--- src/rtl/cic_pkg.sv ---
// Shared types and constants for the carousel indexer controller.
// Used by cic_args and carousel_indexer_controller_core; depends on nothing.
`timescale 1ns / 1ps

package cic_pkg;

   // Default register values after reset.
   localparam logic [15:0] HOME_THRESHOLD_RESET   = 16'd700;
   localparam logic [7:0]  FAST_MOVE_PERIOD_RESET = 8'd165;
   localparam logic [7:0]  SLOW_MOVE_PERIOD_RESET = 8'd250;
   localparam logic [7:0]  HOME_FAST_PERIOD_RESET = 8'd180;
   localparam logic [7:0]  HOME_SLOW_PERIOD_RESET = 8'd250;
   localparam logic [7:0]  LAST_INDEX_RESET       = 8'd4;

   // Number of ASCII digits taken by an argument command.
   localparam int unsigned ARG_DIGITS_DEFAULT = 3;

   // Command letters and the ASCII digit base.
   localparam logic [7:0] CHAR_MOVE    = 8'h4D; // 'M'
   localparam logic [7:0] CHAR_COUNT   = 8'h54; // 'T'
   localparam logic [7:0] CHAR_HOME    = 8'h48; // 'H'
   localparam logic [7:0] CHAR_ENABLE  = 8'h45; // 'E'
   localparam logic [7:0] CHAR_DISABLE = 8'h44; // 'D'
   localparam logic [7:0] CHAR_ONE     = 8'h4F; // 'O'
   localparam logic [7:0] CHAR_ZERO    = 8'h30; // '0'

   // Event kinds on the request channel.
   typedef enum logic [1:0] {
      CMD_SERIAL = 2'd0,
      CMD_IR     = 2'd1,
      CMD_TICK   = 2'd2,
      CMD_UNUSED = 2'd3
   } cmd_type;

   // Motor modes.
   typedef enum logic [1:0] {
      MODE_DISABLED = 2'd0,
      MODE_HOLDING  = 2'd1,
      MODE_MOVING   = 2'd2,
      MODE_SPARE    = 2'd3
   } mode_type;

   // Status codes of a result word.
   typedef enum logic [3:0] {
      ST_NONE         = 4'd0,
      ST_HOMING       = 4'd1,
      ST_OUT_OF_RANGE = 4'd2,
      ST_DONE_MOVE    = 4'd3,
      ST_MOVE_STARTED = 4'd4,
      ST_ONE_STARTED  = 4'd5,
      ST_HOMED        = 4'd6,
      ST_NOT_HOME     = 4'd7,
      ST_ONE_DONE     = 4'd8,
      ST_FOUND        = 4'd9,
      ST_STEPPED      = 4'd10,
      ST_BUMP         = 4'd11,
      ST_ACK          = 4'd12
   } status_type;

   // Register indexes on the configuration port.
   localparam int unsigned CSR_INDEX_W = 3;
   localparam logic [CSR_INDEX_W-1:0] CSR_HOME_THRESHOLD   = 3'd0;
   localparam logic [CSR_INDEX_W-1:0] CSR_FAST_MOVE_PERIOD = 3'd1;
   localparam logic [CSR_INDEX_W-1:0] CSR_SLOW_MOVE_PERIOD = 3'd2;
   localparam logic [CSR_INDEX_W-1:0] CSR_HOME_FAST_PERIOD = 3'd3;
   localparam logic [CSR_INDEX_W-1:0] CSR_HOME_SLOW_PERIOD = 3'd4;
   localparam int unsigned CSR_DATA_W = 16;

   // Request word.
   typedef struct packed {
      logic [1:0] cmd;
      logic [7:0] rx_byte;
      logic       ir_level;
   } req_type;

   // Result word.
   typedef struct packed {
      logic [1:0] motor_mode;
      logic [7:0] step_period;
      logic [7:0] current_index;
      logic [7:0] target_index;
      logic [3:0] status;
   } rsp_type;

   // Controls from the command decoder to the argument collector.
   typedef struct packed {
      logic start;    // 'M' or 'T' seen
      logic letter;   // 1 for 'T', 0 for 'M'
      logic clear;    // single-letter command seen
      logic take;     // any other byte
   } arg_ctl_type;

   // Argument collector status back to the decoder.
   typedef struct packed {
      logic       run;    // this byte completes the command
      logic       letter; // pending letter, 1 for 'T'
      logic [7:0] value;  // argument value modulo 256
   } arg_sts_type;

endpackage

--- src/rtl/cic_args.sv ---
// Argument collector: counts received digits and folds them into a value.
// Depends on cic_pkg for the control and status structs.
`timescale 1ns / 1ps

module cic_args #(
   parameter int unsigned ARG_DIGITS = cic_pkg::ARG_DIGITS_DEFAULT
) (
   input  logic                 clock,
   input  logic                 reset,
   input  cic_pkg::arg_ctl_type ctl,
   input  logic [7:0]           rx_byte,
   output cic_pkg::arg_sts_type sts
);

   localparam int unsigned CNT_W = $clog2(ARG_DIGITS + 2);
   localparam logic [CNT_W-1:0] CNT_RUN = CNT_W'(ARG_DIGITS + 1);
   localparam logic [CNT_W-1:0] CNT_ONE = CNT_W'(1);

   logic [CNT_W-1:0] count_ff, count_in;
   logic             letter_ff, letter_in;
   logic [7:0]       acc_ff, acc_in;
   logic [7:0]       digit;
   logic [7:0]       scaled;

   // Digits are accumulated as they arrive; mod 256 makes this match a later fold.
   assign digit  = rx_byte - cic_pkg::CHAR_ZERO;
   assign scaled = (acc_ff << 3) + (acc_ff << 1);

   assign sts.run    = ctl.take && (count_ff == CNT_RUN);
   assign sts.letter = letter_ff;
   assign sts.value  = acc_ff;

   // Next count, letter and accumulator.
   always_comb begin
      count_in  = count_ff;
      letter_in = letter_ff;
      acc_in    = acc_ff;
      if (ctl.start) begin
         count_in  = CNT_ONE;
         letter_in = ctl.letter;
      end else if (ctl.clear) begin
         count_in = '0;
      end else if (ctl.take) begin
         if (count_ff == CNT_RUN) begin
            count_in = '0;
         end else if (count_ff != '0) begin
            count_in = count_ff + CNT_ONE;
            acc_in   = (count_ff == CNT_ONE) ? digit : scaled + digit;
         end
      end
   end

   // Control state is reset; the accumulator is always loaded before use.
   always_ff @(posedge clock) begin
      if (reset) begin
         count_ff  <= '0;
         letter_ff <= 1'b0;
      end else begin
         count_ff  <= count_in;
         letter_ff <= letter_in;
      end
      acc_ff <= acc_in;
   end

endmodule

--- src/rtl/carousel_indexer_controller_core.sv ---
// Top level of the carousel indexer controller: handshake, registers, event logic.
// Depends on cic_pkg and cic_args.
`timescale 1ns / 1ps

// Carousel indexer controller. Each request word is one event (serial byte, IR
// level change or microstep tick) and produces exactly one result word holding
// the motor mode, step period, current and target index, and a status code.
// A request is registered on acceptance and processed once the output register is
// free or being read; the result lands in the output register, which drives
// rsp_valid, and one request per cycle is sustained while results are taken.
// The only pacing is the output register: while a result is not taken, an
// empty input register still takes one more word and then intake stalls.
// Configuration writes are accepted every cycle and should be issued only while
// no event is in flight.
module carousel_indexer_controller_core #(
   parameter int unsigned ARG_DIGITS = cic_pkg::ARG_DIGITS_DEFAULT
) (
   input  logic                                  clock,
   input  logic                                  reset,
   input  logic                                  req_valid,
   output logic                                  req_ready,
   input  cic_pkg::req_type                      req_payload,
   output logic                                  rsp_valid,
   input  logic                                  rsp_ready,
   output cic_pkg::rsp_type                      rsp_payload,
   input  logic                                  csr_valid,
   output logic                                  csr_ready,
   input  logic [cic_pkg::CSR_INDEX_W-1:0]       csr_index,
   input  logic [cic_pkg::CSR_DATA_W-1:0]        csr_data
);

   // Handshake and pipeline registers.
   logic             in_valid_ff;
   cic_pkg::req_type in_word_ff;
   logic             out_valid_ff;
   cic_pkg::rsp_type out_word_ff, out_word_in;
   logic             advance;

   // Configuration registers.
   logic [15:0] home_threshold_ff;
   logic [7:0]  fast_period_ff, slow_period_ff, home_fast_ff, home_slow_ff;

   // Controller state.
   cic_pkg::mode_type mode_ff, mode_in;
   logic [7:0]  period_ff, period_in;
   logic [7:0]  pos_ff, pos_in;
   logic [7:0]  dest_ff, dest_in;
   logic [7:0]  last_ff, last_in;
   logic        one_ff, one_in;
   logic        found_ff, found_in;
   logic        homing_ff, homing_in;
   logic        pend_ff, pend_in;
   logic        edge_ff, edge_in;
   logic        counting_ff, counting_in;
   logic [15:0] steps_ff, steps_in;

   // Decode helpers.
   cic_pkg::status_type   status;
   cic_pkg::arg_ctl_type  arg_ctl;
   cic_pkg::arg_sts_type  arg_sts;
   logic                  move_req;
   logic [7:0]            move_dest;
   logic [7:0]            pos_next;
   logic [15:0]           steps_inc;

   assign advance   = in_valid_ff && (!out_valid_ff || rsp_ready);
   assign req_ready = !in_valid_ff || advance;
   assign rsp_valid = out_valid_ff;
   assign rsp_payload = out_word_ff;
   assign csr_ready = 1'b1;

   assign pos_next  = (pos_ff == last_ff) ? 8'd0 : pos_ff + 8'd1;
   assign steps_inc = steps_ff + 16'd1;

   cic_args #(
      .ARG_DIGITS(ARG_DIGITS)
   ) u_args (
      .clock  (clock),
      .reset  (reset),
      .ctl    (arg_ctl),
      .rx_byte(in_word_ff.rx_byte),
      .sts    (arg_sts)
   );

   // Event processing for the word in the input register.
   always_comb begin
      mode_in     = mode_ff;
      period_in   = period_ff;
      pos_in      = pos_ff;
      dest_in     = dest_ff;
      last_in     = last_ff;
      one_in      = one_ff;
      found_in    = found_ff;
      homing_in   = homing_ff;
      pend_in     = pend_ff;
      edge_in     = edge_ff;
      counting_in = counting_ff;
      steps_in    = steps_ff;
      status      = cic_pkg::ST_NONE;
      arg_ctl     = '0;
      move_req    = 1'b0;
      move_dest   = dest_ff;

      unique case (cic_pkg::cmd_type'(in_word_ff.cmd))
         cic_pkg::CMD_SERIAL: begin
            unique case (in_word_ff.rx_byte)
               cic_pkg::CHAR_MOVE: begin
                  arg_ctl.start  = advance;
                  arg_ctl.letter = 1'b0;
               end
               cic_pkg::CHAR_COUNT: begin
                  arg_ctl.start  = advance;
                  arg_ctl.letter = 1'b1;
               end
               cic_pkg::CHAR_HOME: begin
                  arg_ctl.clear = advance;
                  homing_in = 1'b1;
                  pos_in    = 8'd0;
                  mode_in   = cic_pkg::MODE_MOVING;
                  period_in = home_fast_ff;
                  status    = cic_pkg::ST_HOMING;
               end
               cic_pkg::CHAR_ENABLE: begin
                  arg_ctl.clear = advance;
                  mode_in = cic_pkg::MODE_HOLDING;
                  status  = cic_pkg::ST_ACK;
               end
               cic_pkg::CHAR_DISABLE: begin
                  arg_ctl.clear = advance;
                  mode_in = cic_pkg::MODE_DISABLED;
                  status  = cic_pkg::ST_ACK;
               end
               cic_pkg::CHAR_ONE: begin
                  arg_ctl.clear = advance;
                  found_in  = 1'b0;
                  one_in    = 1'b1;
                  mode_in   = cic_pkg::MODE_MOVING;
                  period_in = fast_period_ff;
                  status    = cic_pkg::ST_ONE_STARTED;
               end
               default: begin
                  arg_ctl.take = advance;
                  if (arg_sts.run) begin
                     if (arg_sts.letter) begin
                        last_in = arg_sts.value - 8'd1;
                        status  = cic_pkg::ST_ACK;
                     end else begin
                        move_req  = 1'b1;
                        move_dest = arg_sts.value;
                     end
                  end
               end
            endcase
         end
         cic_pkg::CMD_IR: begin
            if (mode_ff == cic_pkg::MODE_MOVING) begin
               if (in_word_ff.ir_level) begin
                  // Nub leaving: finish a homing measurement or a slowed move.
                  if (homing_ff && edge_ff) begin
                     edge_in = 1'b0;
                     if (!counting_ff) begin
                        homing_in = 1'b0;
                        mode_in   = cic_pkg::MODE_DISABLED;
                        if (pend_ff) begin
                           pend_in = 1'b0;
                           if (pos_ff != dest_ff) begin
                              move_req = 1'b1;
                           end else begin
                              mode_in = cic_pkg::MODE_HOLDING;
                              status  = cic_pkg::ST_DONE_MOVE;
                           end
                        end else begin
                           status = cic_pkg::ST_HOMED;
                        end
                     end else begin
                        period_in = home_fast_ff;
                        status    = cic_pkg::ST_NOT_HOME;
                     end
                  end else if (found_ff) begin
                     mode_in = cic_pkg::MODE_HOLDING;
                     status  = one_ff ? cic_pkg::ST_ONE_DONE : cic_pkg::ST_DONE_MOVE;
                  end
               end else begin
                  // Nub entering: start measuring, or find or count a slot.
                  if (homing_ff) begin
                     edge_in     = 1'b1;
                     counting_in = 1'b1;
                     period_in   = home_slow_ff;
                     steps_in    = 16'd0;
                  end else if (one_ff) begin
                     period_in = slow_period_ff;
                     found_in  = 1'b1;
                     status    = cic_pkg::ST_FOUND;
                  end else begin
                     pos_in = pos_next;
                     if (pos_next == dest_ff) begin
                        period_in = slow_period_ff;
                        found_in  = 1'b1;
                        status    = cic_pkg::ST_FOUND;
                     end else begin
                        status = cic_pkg::ST_STEPPED;
                     end
                  end
               end
            end else if (mode_ff == cic_pkg::MODE_DISABLED && !in_word_ff.ir_level) begin
               pend_in = 1'b1;
               status  = cic_pkg::ST_BUMP;
            end
         end
         cic_pkg::CMD_TICK: begin
            if (counting_ff) begin
               steps_in = steps_inc;
               if (steps_inc == home_threshold_ff) begin
                  counting_in = 1'b0;
               end
            end
         end
         default: begin
         end
      endcase

      // Start of a move to an index, shared by the serial and IR paths.
      if (move_req) begin
         dest_in  = move_dest;
         found_in = 1'b0;
         one_in   = 1'b0;
         if (pend_in) begin
            homing_in = 1'b1;
            pos_in    = 8'd0;
            mode_in   = cic_pkg::MODE_MOVING;
            period_in = home_fast_ff;
            status    = cic_pkg::ST_HOMING;
         end else if (move_dest > last_in) begin
            status = cic_pkg::ST_OUT_OF_RANGE;
         end else if (pos_in == move_dest) begin
            mode_in = cic_pkg::MODE_HOLDING;
            status  = cic_pkg::ST_DONE_MOVE;
         end else begin
            mode_in   = cic_pkg::MODE_MOVING;
            period_in = fast_period_ff;
            status    = cic_pkg::ST_MOVE_STARTED;
         end
      end

      out_word_in.motor_mode    = mode_in;
      out_word_in.step_period   = period_in;
      out_word_in.current_index = pos_in;
      out_word_in.target_index  = dest_in;
      out_word_in.status        = status;
   end

   // Input register, output register and controller state.
   always_ff @(posedge clock) begin
      if (reset) begin
         in_valid_ff  <= 1'b0;
         out_valid_ff <= 1'b0;
         mode_ff      <= cic_pkg::MODE_DISABLED;
         period_ff    <= 8'd0;
         pos_ff       <= 8'd0;
         dest_ff      <= 8'd0;
         last_ff      <= cic_pkg::LAST_INDEX_RESET;
         one_ff       <= 1'b0;
         found_ff     <= 1'b0;
         homing_ff    <= 1'b0;
         pend_ff      <= 1'b0;
         edge_ff      <= 1'b0;
         counting_ff  <= 1'b0;
         steps_ff     <= 16'd0;
      end else begin
         if (req_ready) begin
            in_valid_ff <= req_valid;
         end
         if (advance) begin
            out_valid_ff <= 1'b1;
            mode_ff      <= mode_in;
            period_ff    <= period_in;
            pos_ff       <= pos_in;
            dest_ff      <= dest_in;
            last_ff      <= last_in;
            one_ff       <= one_in;
            found_ff     <= found_in;
            homing_ff    <= homing_in;
            pend_ff      <= pend_in;
            edge_ff      <= edge_in;
            counting_ff  <= counting_in;
            steps_ff     <= steps_in;
         end else if (rsp_ready) begin
            out_valid_ff <= 1'b0;
         end
      end
      if (req_ready && req_valid) begin
         in_word_ff <= req_payload;
      end
      if (advance) begin
         out_word_ff <= out_word_in;
      end
   end

   // Configuration registers.
   always_ff @(posedge clock) begin
      if (reset) begin
         home_threshold_ff <= cic_pkg::HOME_THRESHOLD_RESET;
         fast_period_ff    <= cic_pkg::FAST_MOVE_PERIOD_RESET;
         slow_period_ff    <= cic_pkg::SLOW_MOVE_PERIOD_RESET;
         home_fast_ff      <= cic_pkg::HOME_FAST_PERIOD_RESET;
         home_slow_ff      <= cic_pkg::HOME_SLOW_PERIOD_RESET;
      end else if (csr_valid) begin
         unique case (csr_index)
            cic_pkg::CSR_HOME_THRESHOLD:   home_threshold_ff <= csr_data;
            cic_pkg::CSR_FAST_MOVE_PERIOD: fast_period_ff    <= csr_data[7:0];
            cic_pkg::CSR_SLOW_MOVE_PERIOD: slow_period_ff    <= csr_data[7:0];
            cic_pkg::CSR_HOME_FAST_PERIOD: home_fast_ff      <= csr_data[7:0];
            cic_pkg::CSR_HOME_SLOW_PERIOD: home_slow_ff      <= csr_data[7:0];
            default: begin
            end
         endcase
      end
   end

`ifndef SYNTHESIS
   // A processed word always shows up as a result in the next cycle.
   a_result_after_advance: assert property (@(posedge clock) disable iff (reset)
      advance |=> rsp_valid)
      else $error("processed word did not produce a result");

   // A registered word that cannot advance is kept.
   a_input_kept: assert property (@(posedge clock) disable iff (reset)
      (in_valid_ff && !advance) |=> in_valid_ff)
      else $error("stalled request word was dropped");

   // The nub edge flag is only set during homing.
   a_edge_needs_homing: assert property (@(posedge clock) disable iff (reset)
      edge_ff |-> homing_ff)
      else $error("edge flag set outside homing");

   // The motor mode never takes the spare code.
   a_mode_legal: assert property (@(posedge clock) disable iff (reset)
      rsp_valid |-> (rsp_payload.motor_mode != cic_pkg::MODE_SPARE))
      else $error("illegal motor mode in result");
`endif

endmodule

--- config.mk ---
export PLATFORM = sky130hd
export DESIGN_NAME = carousel_indexer_controller_core
export DESIGN_NICKNAME = d
export VERILOG_FILES = /design/src/rtl/cic_pkg.sv /design/src/rtl/cic_args.sv /design/src/rtl/carousel_indexer_controller_core.sv
export SDC_FILE = /design/constraint.sdc
export NUM_CORES = 1
export LEC_CHECK = 0
export BUFFER_PORTS_ARGS = -buffer_cell sky130_fd_sc_hd__buf_2
export CORE_MARGIN = 4
export CORE_UTILIZATION = 35
export CTS_CLUSTER_SIZE = 28
export DETAILED_ROUTE_END_ITERATION = 10
export GPL_ROUTABILITY_DRIVEN = 0
export HOLD_SLACK_MARGIN = 0.06
export SYNTH_ARGS = -nofsm -noshare
export SYNTH_HDL_FRONTEND = slang
export SYNTH_SLANG_ARGS = --single-unit
--- constraint.sdc ---
create_clock -name clock -period 9.2 [get_ports clock]
set_clock_uncertainty 0.2 [all_clocks]
set_input_delay 0.46 -clock clock [delete_from_list [all_inputs] [get_ports clock]]
set_output_delay 0.46 -clock clock [all_outputs]
set_load 0.01 [all_outputs]
## Word-level counts from Yosys, hierarchy flattened

Cells that the tools add are included.

| operators by class | value |
|---|---|
| add/sub/neg operators | 7 |
| $lt $le $gt $ge | 1 |
| equal/unequal tests | 30 |
| multiplexer cells | 124 |
| bitwise gates (word level) | 3 |
| reduce and logical (&&, ||, !) cells | 42 |

Operator list:

| kind | number |
|---|---|
| two-way mux 8 bit | 29 |
| two-way mux 16 bit | 4 |
| two-way mux 4 bit | 13 |
| == test 8 x 7 -> 1 bit, second input constant | 6 |
| two-way mux 1 bit | 48 |
| one-hot mux 8 bit (2 select lines) | 3 |
| one-hot mux 16 bit (2 select lines) | 1 |
| == test 8 bit | 3 |
| two-way mux 2 bit | 12 |
| adder 16 x 1 -> 16 bit, second input constant | 1 |
| adder 8 bit | 2 |
| == test 16 bit | 1 |
| one-hot mux 4 bit (4 select lines) | 1 |
| two-way mux 3 bit | 5 |
| AND reduction 5 bit | 3 |
| AND reduction 2 bit | 7 |
| != test 3 bit, second input constant | 4 |
| nonzero test 2 bit | 6 |
| nonzero test 3 bit | 3 |
| adder 8 x 1 -> 8 bit, second input constant | 1 |
| greater-than comparator 8 bit | 1 |
| != test 2 bit, second input constant | 4 |
| != test 8 bit | 1 |
| one-hot mux 1 bit (2 select lines) | 4 |
| 27 further kinds | 44 |

| storage, ports and cells | value |
|---|---|
| flip-flop bits (word level) | 159 |
| input bits | 35 |
| output and inout port bits | 33 |

## Longest topological paths before layout

Gate-level depths: netlist of the first run.

| depth | value |
|---|---|
| depth after elaboration | 14 |
| mapped depth | 21 |
| mapped depth without buffers | 19 |

## By module

From an unflattened synthesis of the first run, not the netlist that was laid out.

| unflattened totals | value |
|---|---|
| cells, all modules | 1,170 |
| area total of the unflattened synthesis | 9,701.8 µm² |

By module, submodules not included:

| module | times used | cells an instance | area each (µm²) | seq. area each (µm²) |
|---|---|---|---|---|
| carousel_indexer_controller_core | 1 | 1,084 | 8,770.9 | 3,353.2 |
| cic_args | 1 | 86 | 930.9 | 320.3 |

## Worst setup path after synthesis of the first run

OpenSTA, ideal clock, no wires.

| timing path | value |
|---|---|
| path kind | register to register |
| start | reg in_word_ff[5] (netlist bit) |
| end | reg out_word_ff, in the netlist rsp_payload[20] (data pin) |
| data arrival time | 3.917 ns |
| data required time | 8.741 ns |
| setup slack | 4.824 ns |
| cell stages (with the launch flop) | 22 |
| buffers on the path | 2 |
| period minus slack after synthesis | 4.376 ns |
| cell sequence | edfxtp_1 > inv_1 > ha_1 > nand4b_1 > a21oi_2 > or3_1 > nor2_1 > and4_1 > clkbuf_1 > clkbuf_1 > nand2_1 > o21ai_0 > ha_1 > a21o_1 > a21o_1 > a21oi_1 > a32o_1 > and2_1 > inv_1 > a21oi_2 > nor4_1 > or2_1 |

| on the way | value |
|---|---|
| longest elaborated chain between the ends | 13 |

Ends and longest elaborated chain:

| what | RTL line | RTL |
|---|---|---|
| start, declared | carousel_indexer_controller_core.sv:34 | `cic_pkg::req_type in_word_ff;` |
| start signal, assigned | carousel_indexer_controller_core.sv:292 | `in_word_ff <= req_payload;` |
| parallel branches: the longest is 12 deep, another holds greater-than comparator 8 bit | -- |  |
| two-way mux 8 bit * | carousel_indexer_controller_core.sv:223 | `if (move_req) begin` |
| named net period_in[0] | carousel_indexer_controller_core.sv:45 | `logic [7:0] period_ff, period_in;` |
| end signal, assigned | carousel_indexer_controller_core.sv:295 | `out_word_ff <= out_word_in;` |
| end, declared | carousel_indexer_controller_core.sv:36 | `cic_pkg::rsp_type out_word_ff, out_word_in;` |

Mark *: on every way through the listed nets, which the timed path passes.
A chain may end at the register's enable or synchronous reset.

## Final worst setup path of the first run

| timing path | value |
|---|---|
| start | reg in_word_ff[10] (netlist bit) |
| end | reg out_word_ff, in the netlist rsp_payload[20] (data pin) |

| on the way | value |
|---|---|
| longest elaborated chain between the ends | 11 |

Ends and longest elaborated chain:

| what | RTL line |
|---|---|
| parallel branches: the longest is 10 deep, another holds greater-than comparator 8 bit | -- |
| two-way mux 8 bit * | carousel_indexer_controller_core.sv:223 |
| named net period_in[0] | carousel_indexer_controller_core.sv:45 |

Marks and branches as above.

==> flow_summary.html, run 1 <==
<table>
<tr><th>Metric</th><th>Value</th></tr>
<tr><th colspan="2">Floorplan</th></tr>
<tr><td># rows</td><td>59</td></tr>
<tr><td>Initial cell density of the core</td><td>0.356</td></tr>
<tr><td>Horizontal extent of the die</td><td>171 um</td></tr>
<tr><td>I/O pin count</td><td>68</td></tr>
<tr><td>Die Height</td><td>171 um</td></tr>
<tr><td>Area of the core region</td><td>0.0261 mm2</td></tr>
<tr><td>Die Footprint</td><td>0.0292 mm2</td></tr>
<tr><th colspan="2">Worst setup path</th></tr>
<tr><td>Category of the critical setup timing path</td><td>reg -&gt; reg</td></tr>
<tr><td>Sort of element at the start of the critical path</td><td>register</td></tr>
<tr><td>Maximum fanout encountered on the critical timing path</td><td>24</td></tr>
<tr><td>Number of buffers and inverters on the critical path</td><td>2</td></tr>
<tr><td>Worst-path cell with the longest stage delay</td><td>sky130_fd_sc_hd__nor4_4</td></tr>
<tr><td>CP Data Required Time</td><td>9.19 ns</td></tr>
<tr><td>Largest delay share family, worst path</td><td>simple AND/OR/NAND/NOR gates</td></tr>
<tr><td>Critical Path Max Stage Delay</td><td>0.78 ns</td></tr>
<tr><td>R2R depth</td><td>15</td></tr>
<tr><td>Most used cell along the critical path</td><td>sky130_fd_sc_hd__a21o_1</td></tr>
<tr><td>Sequence of cells on the critical path</td><td>nor2_2, nand4_1, nor4_4, mux2i_1, inv_2, ha_1, a21o_1, a21o_1, a21oi_1, a32o_1, and2_1, inv_1, a21oi_2, nor4_1, or2_1</td></tr>
<tr><td>Crit. path cell count</td><td>15</td></tr>
<tr><td>Critical Path Sink Type</td><td>register</td></tr>
<tr><td>Crit path DAT</td><td>5.07 ns</td></tr>
<tr><th colspan="2">Timing</th></tr>
<tr><td>Count of pins over their slew limit</td><td>0</td></tr>
<tr><td>Final period utilization</td><td>0.552</td></tr>
<tr><td>Clock period minus final worst setup slack</td><td>5.08 ns</td></tr>
<tr><td>Rel. slew slack</td><td>0.207</td></tr>
<tr><td>Final Hold Viols</td><td>0</td></tr>
<tr><td>Final setup fails</td><td>0</td></tr>
<tr><td>Unrepaired setup endpoints after global routing</td><td>false</td></tr>
<tr><td>Worst Tran Pin Value</td><td>1.19 ns</td></tr>
<tr><td>Aggregate negative setup slack</td><td>0 ns</td></tr>
<tr><td>Maximum clock rate</td><td>197 MHz</td></tr>
<tr><th colspan="2">Synth</th></tr>
<tr><td>Top cells by area in the synthesized netlist</td><td>sky130_fd_sc_hd__dfxtp_1, sky130_fd_sc_hd__edfxtp_1, sky130_fd_sc_hd__nand2_1</td></tr>
<tr><td>Post-synthesis register bit count</td><td>159</td></tr>
<tr><td>Synth Flop Type</td><td>sky130_fd_sc_hd__dfxtp_1</td></tr>
<tr><td>Synth Warn #</td><td>0</td></tr>
<tr><td>Number of distinct library cell variants in the gate-level netlist after synthesis</td><td>75</td></tr>
<tr><td>Post-synth EDFFs</td><td>49</td></tr>
<tr><td>Sequential area share after synthesis</td><td>0.395</td></tr>
<tr><td>Fraction of registers with async set/reset</td><td>0</td></tr>
<tr><td>Mean cell area of the mapped netlist</td><td>8.49 um2</td></tr>
<tr><td>Mapped Area</td><td>0.00930 mm2</td></tr>
<tr><td>Net count after synthesis</td><td>1160</td></tr>
<tr><td>Syn Inst Count</td><td>1096</td></tr>
<tr><td>Cell taking the most area after synthesis</td><td>sky130_fd_sc_hd__dfxtp_1</td></tr>
<tr><td>Area fraction of the dominant cell type after synthesis</td><td>0.237</td></tr>
<tr><th colspan="2">Layout</th></tr>
<tr><td># nets final</td><td>1208</td></tr>
<tr><td>Number of antenna cells inserted</td><td>0</td></tr>
<tr><td>Layout cells sized above 1</td><td>0.116</td></tr>
<tr><td>Leading cell types in the layout, fill and taps excluded</td><td>sky130_fd_sc_hd__nand2_1, sky130_fd_sc_hd__dfxtp_1, sky130_fd_sc_hd__nor2_1</td></tr>
<tr><td>Most common cell after layout, fill and taps aside</td><td>sky130_fd_sc_hd__nand2_1</td></tr>
<tr><td>Synthesis-to-finish area growth</td><td>13.8%</td></tr>
<tr><td>Finished layout cell area</td><td>0.0106 mm2</td></tr>
<tr><td>Filler cell count in the final layout</td><td>2643</td></tr>
<tr><td>Fin util</td><td>0.405</td></tr>
<tr><th colspan="2">Power and ir drop</th></tr>
<tr><td>Sw Share</td><td>0.265</td></tr>
<tr><td>Clock network fraction of total power</td><td>0.434</td></tr>
<tr><td>Power Internal</td><td>0.00115 W</td></tr>
<tr><td>Leakage power of the design</td><td>4.10 nW</td></tr>
<tr><td>Relative contribution of sequential cells to total power</td><td>0.487</td></tr>
<tr><td>Power spent charging and discharging nets</td><td>0.000414 W</td></tr>
<tr><td>Portion of total power attributed to combinational logic</td><td>0.079</td></tr>
<tr><td>Total design power</td><td>0.00156 W</td></tr>
<tr><td>Power Density</td><td>148 mW/mm2</td></tr>
<tr><td>Peak supply drop</td><td>0.125 mV</td></tr>
<tr><th colspan="2">Clock network</th></tr>
<tr><td>Deepest level of the CTS H-tree</td><td>4</td></tr>
<tr><td>TritonCTS clock tree</td><td>done</td></tr>
<tr><td>Post-CTS Setup Bufs</td><td>0</td></tr>
<tr><td>Clock sinks</td><td>159</td></tr>
<tr><td>CTS clk-pin slew, worst paths</td><td>0.07 ns</td></tr>
<tr><td>Post-cts repair resize count</td><td>0</td></tr>
<tr><td>Cell at the root of the clock tree</td><td>sky130_fd_sc_hd__clkbuf_16</td></tr>
<tr><td>Total CTS buffers</td><td>17</td></tr>
<tr><td>Maximum buffer depth of the clock tree</td><td>2</td></tr>
<tr><td>Insertion delay to the later sink of the worst-skew pair</td><td>0.44 ns</td></tr>
<tr><th colspan="2">Placed design</th></tr>
<tr><td>Quantity of I/O buffers inserted on ports</td><td>66</td></tr>
<tr><td>Instance area at placement</td><td>0.00985 mm2</td></tr>
<tr><td>Detailed placement HPWL</td><td>18500 um</td></tr>
<tr><th colspan="2">Routing</th></tr>
<tr><td>Met3 layer wire length in the routed design</td><td>1230 um</td></tr>
<tr><td>DRC violations left</td><td>0</td></tr>
<tr><td>Via count</td><td>8172</td></tr>
<tr><td>Post-DRT Antenna Nets</td><td>0</td></tr>
<tr><td>Average detailed-routed wire length per instance</td><td>17.7 um</td></tr>
<tr><td>Uppermost layer routed</td><td>met4</td></tr>
<tr><td>Number of DRC violations after detailed-routing iteration 0</td><td>626</td></tr>
<tr><td>Detailed-route wire length on metal 1</td><td>12300 um</td></tr>
<tr><td>Wirelength, routed</td><td>26400 um</td></tr>
<tr><td>Detailed-routing iteration count for the pre-antenna-repair pass</td><td>5</td></tr>
<tr><td>Via-per-instance ratio</td><td>5.48</td></tr>
<tr><td>Amount of wire on met2 after detailed routing</td><td>12200 um</td></tr>
<tr><th colspan="2">GRT</th></tr>
<tr><td>Grt ovf</td><td>0</td></tr>
<tr><td>Via count of the first global-routing pass</td><td>7722</td></tr>
<tr><td>Wire length of the first global-routing pass</td><td>41800 um</td></tr>
<tr><td>Total global routing track utilization</td><td>0.179</td></tr>
<tr><td>Maximum number of pins on one net before global-route repair</td><td>111</td></tr>
<tr><td>Antenna violations before repair</td><td>0</td></tr>
<tr><th colspan="2">Worst hold path</th></tr>
<tr><td>Hold Path Class</td><td>in -&gt; reg</td></tr>
<tr><td>Number of cells on the worst hold path</td><td>3</td></tr>
<tr><th colspan="2">Run</th></tr>
<tr><td>Max_cap viols</td><td>0</td></tr>
<tr><th colspan="2">Status</th></tr>
<tr><td>Run status</td><td>complete, no violations</td></tr>
</table>
## worst register-to-register path: stages, from the launching register on
cell and delay, ns:
sky130_fd_sc_hd__edfxtp_1 0.72, sky130_fd_sc_hd__nor2_2 0.35, sky130_fd_sc_hd__nand4_1 0.18, sky130_fd_sc_hd__nor4_4 0.78, sky130_fd_sc_hd__mux2i_1 0.42, sky130_fd_sc_hd__inv_2 0.08
sky130_fd_sc_hd__ha_1 0.30, sky130_fd_sc_hd__a21o_1 0.18, sky130_fd_sc_hd__a21o_1 0.16, sky130_fd_sc_hd__a21oi_1 0.18, sky130_fd_sc_hd__a32o_1 0.20, sky130_fd_sc_hd__and2_1 0.16
sky130_fd_sc_hd__inv_1 0.10, sky130_fd_sc_hd__a21oi_2 0.41, sky130_fd_sc_hd__nor4_1 0.15, sky130_fd_sc_hd__or2_1 0.26
## path summary, 6_finish.rpt
kind,start,end,slack [ns]
worst max-delay path,in_word_ff[10]$_DFFE_PP_,rsp_payload[20]$_DFFE_PN_,4.12
worst min-delay path,csr_data[10],home_threshold_ff[10]$_SDFFE_PP0P_,0.07
worst min register to register,home_slow_ff[2]$_SDFFE_PP0P_,home_slow_ff[2]$_SDFFE_PP0P_,0.26
worst max register to register,in_word_ff[10]$_DFFE_PP_,rsp_payload[20]$_DFFE_PN_,4.12
## routing by layer
metal / vias to the layer above / track usage
li1: 4006 / -
met1: 3907 / 0.247
met2: 214 / 0.285
met3: 45 / 0.0312
met4: 0 / 0.0603
met5: - / 0
## power groups by stage
stage | Clock, W | Combinational, W | Sequential, W
floorplan | 0 | 0.0000785 | 0.000771
global placement | 0 | 0.000114 | 0.000776
detailed placement | 0 | 0.000116 | 0.000776
CTS | 0.000688 | 0.000123 | 0.000761
global route | 0.000719 | 0.000136 | 0.000763
finish | 0.000679 | 0.000123 | 0.000761
## metrics by stage
step	worst slack, ns	instances	hold slack, ns
after global routing	3.81	1492	0.0729
after floorplan	4.82	1096	0.236
final	4.12	1492	0.0722
after detailed placement	4.27	1442	0.251
after global placement	4.33	1442	0.245
after CTS	4.24	1492	0.0657
## cell usage after synthesis, types with 7 or more instances
cell / n
sky130_fd_sc_hd__clkbuf_1: 49
sky130_fd_sc_hd__ha_1: 24
sky130_fd_sc_hd__a22o_1: 7
sky130_fd_sc_hd__nor2_1: 104
sky130_fd_sc_hd__a31oi_1: 8
sky130_fd_sc_hd__o21ai_0: 47
sky130_fd_sc_hd__o211ai_1: 8
sky130_fd_sc_hd__dfxtp_1: 110
sky130_fd_sc_hd__nand3b_1: 18
sky130_fd_sc_hd__nand2_1: 145
sky130_fd_sc_hd__nor3_1: 28
sky130_fd_sc_hd__and3_1: 17
sky130_fd_sc_hd__mux2i_1: 15
sky130_fd_sc_hd__a21o_1: 8
sky130_fd_sc_hd__nor2b_1: 20
sky130_fd_sc_hd__o221ai_1: 7
sky130_fd_sc_hd__o31a_1: 9
sky130_fd_sc_hd__nand4_1: 13
sky130_fd_sc_hd__nand3_1: 33
sky130_fd_sc_hd__mux2_2: 8
sky130_fd_sc_hd__nor4_1: 11
sky130_fd_sc_hd__nand2b_1: 9
sky130_fd_sc_hd__inv_1: 47
sky130_fd_sc_hd__or4_1: 9
sky130_fd_sc_hd__and2_1: 9
sky130_fd_sc_hd__a21oi_1: 79
sky130_fd_sc_hd__a211o_1: 10
sky130_fd_sc_hd__xnor2_1: 44
sky130_fd_sc_hd__a221oi_1: 10
sky130_fd_sc_hd__or3_1: 11
sky130_fd_sc_hd__edfxtp_1: 49
sky130_fd_sc_hd__xor2_1: 25
## registers in the layout (all words and copies together), names as in the netlist, 2 cells and up
| register | count |
|---|---|
| pos_ff | 8 |
| fast_period_ff | 8 |
| dest_ff | 8 |
| home_slow_ff | 8 |
| in_word_ff | 11 |
| last_ff | 8 |
| steps_ff | 16 |
| home_fast_ff | 8 |
| u_args.count_ff | 3 |
| u_args.acc_ff | 8 |
| mode_ff | 2 |
| slow_period_ff | 8 |
| period_ff | 8 |
| home_threshold_ff | 16 |
| rsp_payload | 30 |
## what timing repair did
| action | in CTS | in global routing |
|---|---|---|
| hold buffers | 18 | 0 |
| endpoints found under the setup margin | 0 | 0 |
| endpoints found under the hold margin | 18 | 0 |
## layout make-up
type | count | area, um2 | area share
clock buffers | 18 | 429 | 0.0406
clock inverters | 14 | 118 | 0.0111
inverters | 51 | 191 | 0.0181
multi-input cells | 825 | 5190 | 0.491
flip-flops and latches | 159 | 3670 | 0.347
well taps | 335 | 419 | 0.0396
repair buffers | 90 | 558 | 0.0527
## cells by family (layout without fill, tap and decap cells)
group	count (synthesis)	after routing	synth area share
simple gates	458	458	0.249
flops	159	159	0.395
other cells	1	1	0.000403
mux	24	24	0.0283
fa+ha+maj	29	29	0.0431
compound gates	244	244	0.172
xor+xnor	69	69	0.0650
buf+inv	112	173	0.0471
(Power assumes the default switching activity.)
==> run 2, diff against run 1 <==
Clock period 9.2 ns to 4.7 ns, I/O delays scaled along.
==> run 2 against run 1 <==
  * First-iteration DRC count shrank 5.1%
  * Total power grew 98%
  * Routed wire length is essentially flat
  * Global-route usage grew 0.17 points
  * Die area is the same
  * Register-to-register slack lost 3.8 ns
==> flow_summary.html, run 2 (synthesis results as in run 1) <==
<table>
<tr><th>Metric</th><th>Value</th></tr>
<tr><th colspan="2">Worst setup path</th></tr>
<tr><td>Worst-path cell with the longest stage delay</td><td>sky130_fd_sc_hd__edfxtp_1</td></tr>
<tr><td>Maximum fanout encountered on the critical timing path</td><td>10 (-58%)</td></tr>
<tr><td>Sequence of cells on the critical path</td><td>or3_4, a21oi_2, or3_1, nor2_1, and4_2, o21ai_0, ha_1, a21o_1, a21o_1, a21oi_1, a32o_1, and2_1, inv_1, a21oi_4, a211oi_1, or2_1</td></tr>
<tr><td>Sort of element at the start of the critical path</td><td>register</td></tr>
<tr><td>Critical Path Sink Type</td><td>register</td></tr>
<tr><td>Critical Path Max Stage Delay</td><td>0.51 ns (-0.27 ns)</td></tr>
<tr><td>Number of buffers and inverters on the critical path</td><td>1 (-1)</td></tr>
<tr><td>Most used cell along the critical path</td><td>sky130_fd_sc_hd__a21o_1</td></tr>
<tr><td>Origin of the worst setup path</td><td>in_word_ff[1]$_DFFE_PP_</td></tr>
<tr><td>Largest delay share family, worst path</td><td>compound AO/OA/AOI/OAI gates</td></tr>
<tr><td>CP Data Required Time</td><td>4.67 ns (-4.52 ns)</td></tr>
<tr><td>Crit path DAT</td><td>4.39 ns (-0.68 ns)</td></tr>
<tr><td>Worst reg2reg path startpoint</td><td>in_word_ff[1]$_DFFE_PP_</td></tr>
<tr><td>Category of the critical setup timing path</td><td>reg -&gt; reg</td></tr>
<tr><th colspan="2">Timing</th></tr>
<tr><td>Rel. slew slack</td><td>0.261 (+0.0543)</td></tr>
<tr><td>Final setup fails</td><td>0 (unchanged)</td></tr>
<tr><td>Final period utilization</td><td>0.939 (+0.387)</td></tr>
<tr><td>Unrepaired setup endpoints after global routing</td><td>false</td></tr>
<tr><td>Count of pins over their slew limit</td><td>0 (unchanged)</td></tr>
<tr><td>Maximum clock rate</td><td>227 MHz (+15%)</td></tr>
<tr><td>Worst Tran Pin Value</td><td>1.11 ns (-0.0814 ns)</td></tr>
<tr><td>Post-route worst hold slack</td><td>0.107 ns (+0.0350 ns)</td></tr>
<tr><td>Aggregate negative setup slack</td><td>0 ns (unchanged)</td></tr>
<tr><td>Final Hold Viols</td><td>0 (unchanged)</td></tr>
<tr><td>Worst Setup Slack, final</td><td>0.285 ns (-3.83 ns)</td></tr>
<tr><td>Clock period minus final worst setup slack</td><td>4.41 ns (-0.667 ns)</td></tr>
<tr><th colspan="2">Floorplan</th></tr>
<tr><td>Die Footprint</td><td>0.0292 mm2 (unchanged)</td></tr>
<tr><td>Horizontal extent of the die</td><td>171 um (unchanged)</td></tr>
<tr><td># rows</td><td>59 (unchanged)</td></tr>
<tr><td>Area of the core region</td><td>0.0261 mm2 (unchanged)</td></tr>
<tr><td>I/O pin count</td><td>68 (unchanged)</td></tr>
<tr><td>Die Height</td><td>171 um (unchanged)</td></tr>
<tr><td>Initial cell density of the core</td><td>0.356 (unchanged)</td></tr>
<tr><th colspan="2">Routing</th></tr>
<tr><td>Average detailed-routed wire length per instance</td><td>17.3 um (-2.4%)</td></tr>
<tr><td>Number of DRC violations after detailed-routing iteration 0</td><td>594 (-5.1%)</td></tr>
<tr><td>Detailed-routing iteration count for the pre-antenna-repair pass</td><td>7 (+2)</td></tr>
<tr><td>Via count</td><td>8229 (+0.70%)</td></tr>
<tr><td>Via-per-instance ratio</td><td>5.38 (-1.7%)</td></tr>
<tr><td>Post-DRT Antenna Nets</td><td>0 (unchanged)</td></tr>
<tr><td>Wirelength, routed</td><td>26400 um (about the same)</td></tr>
<tr><td>DRC violations left</td><td>0 (unchanged)</td></tr>
<tr><th colspan="2">Power and ir drop</th></tr>
<tr><td>Power Density</td><td>283 mW/mm2 (+92%)</td></tr>
<tr><td>Peak supply drop</td><td>0.233 mV (+87%)</td></tr>
<tr><td>Leakage power of the design</td><td>4.28 nW (+4.5%)</td></tr>
<tr><th colspan="2">Layout</th></tr>
<tr><td>Seq. cell area</td><td>0.00367 mm2 (unchanged)</td></tr>
<tr><td># nets final</td><td>1245 (+3.1%)</td></tr>
<tr><td>Layout cells sized above 1</td><td>0.134 (+0.0182)</td></tr>
<tr><td>Multi-input combinational cell area</td><td>0.00520 mm2 (+0.17%)</td></tr>
<tr><td>Filler cell count in the final layout</td><td>2635 (-0.30%)</td></tr>
<tr><td>Synthesis-to-finish area growth</td><td>17.4%</td></tr>
<tr><td>Most common cell after layout, fill and taps aside</td><td>sky130_fd_sc_hd__nand2_1</td></tr>
<tr><td>Flip-flop count of the largest register after layout</td><td>30 (unchanged)</td></tr>
<tr><td>Number of antenna cells inserted</td><td>0 (unchanged)</td></tr>
<tr><td>Leading cell types in the layout, fill and taps excluded</td><td>sky130_fd_sc_hd__nand2_1, sky130_fd_sc_hd__dfxtp_1, sky130_fd_sc_hd__nor2_1</td></tr>
<tr><th colspan="2">Clock network</th></tr>
<tr><td>TritonCTS clock tree</td><td>done</td></tr>
<tr><td>Total CTS buffers</td><td>17 (unchanged)</td></tr>
<tr><td>CTS clk-pin slew, worst paths</td><td>0.07 ns (about the same)</td></tr>
<tr><td>Insertion delay to the later sink of the worst-skew pair</td><td>0.43 ns (about the same)</td></tr>
<tr><td>Clock sinks</td><td>159 (unchanged)</td></tr>
<tr><td>Deepest level of the CTS H-tree</td><td>4 (unchanged)</td></tr>
<tr><td>Cell at the root of the clock tree</td><td>sky130_fd_sc_hd__clkbuf_16</td></tr>
<tr><td>Maximum buffer depth of the clock tree</td><td>2 (unchanged)</td></tr>
<tr><th colspan="2">GRT</th></tr>
<tr><td>Via count of the first global-routing pass</td><td>7729 (+0.091%)</td></tr>
<tr><td>Maximum number of pins on one net before global-route repair</td><td>59 (-47%)</td></tr>
<tr><td>Antenna violations before repair</td><td>0 (unchanged)</td></tr>
<tr><td>Grt ovf</td><td>0 (unchanged)</td></tr>
<tr><td>Total global routing track utilization</td><td>0.181 (+0.00174)</td></tr>
<tr><td>Wire length of the first global-routing pass</td><td>42100 um (+0.93%)</td></tr>
<tr><th colspan="2">Placed design</th></tr>
<tr><td>Quantity of I/O buffers inserted on ports</td><td>66 (unchanged)</td></tr>
<tr><td>Detailed placement HPWL</td><td>18900 um (+2.2%)</td></tr>
<tr><td>DP Worst Slack</td><td>0.208 ns (-4.06 ns)</td></tr>
<tr><th colspan="2">Run</th></tr>
<tr><td>Max_cap viols</td><td>0 (unchanged)</td></tr>
<tr><th colspan="2">Worst hold path</th></tr>
<tr><td>Hold Startpoint</td><td>reset</td></tr>
<tr><td>Hold Path Class</td><td>in -&gt; reg</td></tr>
<tr><th colspan="2">Status</th></tr>
<tr><td>Run status</td><td>complete, no violations</td></tr>
</table>
## run 2: cell count changes in the layout (fill, tap and decap cells not counted)
cell / delta
sky130_fd_sc_hd__buf_4: +25
sky130_fd_sc_hd__dlygate4sd3_1: +12
sky130_fd_sc_hd__clkinv_4: +4
sky130_fd_sc_hd__clkinv_2: -2
sky130_fd_sc_hd__a21oi_2: -1
sky130_fd_sc_hd__a21oi_4: +1
sky130_fd_sc_hd__and4_1: -1
sky130_fd_sc_hd__and4_2: +1
sky130_fd_sc_hd__clkbuf_16: +1
sky130_fd_sc_hd__inv_4: -1
sky130_fd_sc_hd__inv_6: -1
sky130_fd_sc_hd__inv_8: -1
## run 2: final cells by class
cell class              count  area share
repair buffers            127      0.0793
flip-flops and latches    159       0.336
clock inverters            13      0.0107
well taps                 335      0.0384
multi-input cells         825       0.476
inverters                  51      0.0175
clock buffers              19      0.0416
## run 2: final timing paths
kind	end	slack (ns)	cells after the start
hold reg to reg	home_slow_ff[2]$_SDFFE_PP0P_	0.26	2
hold / removal	steps_ff[10]$_SDFFE_PP0P_	0.11	2
setup reg to reg	rsp_payload[26]$_DFFE_PN_	0.29	16
setup / recovery	rsp_payload[26]$_DFFE_PN_	0.29	16
## run 2: repair_timing
action / CTS / global route
endpoints found under the setup margin: 0 / 13
hold buffers: 30 / 0
gates resized for setup: 0 / 2
buffers inserted: 0 / 2
endpoints found under the hold margin: 61 / 0
## run 2: routing by layer
metal,GRT usage,share of wire,vias to the layer above
met2,0.279,0.45,230
met1,0.261,0.48,3876
met5,0,0,-
li1,-,-,4085
met4,0.0555,0.021,0
met3,0.0268,0.048,38
## run 2: metrics by stage
| stage | utilization | instances | area (um2) | total power, W |
|---|---|---|---|---|
| 2_1_floorplan | - | 1096 | 9300 | 0.00166 |
| 3_3_place_gp | 0.384 | 1465 | 10000 | 0.00175 |
| 3_5_place_dp | 0.384 | 1465 | 10000 | 0.00175 |
| 4_1_cts | 0.417 | 1527 | 10900 | 0.00312 |
| 5_1_grt | 0.418 | 1529 | 10900 | 0.00322 |
| 6_report | 0.418 | 1529 | 10900 | 0.00309 |
## run 2: power by group
part | internal [W] | switching, W
clock network | 0.000728 | 0.000618
registers | 0.00145 | 0.0000290
logic | 0.000112 | 0.000151
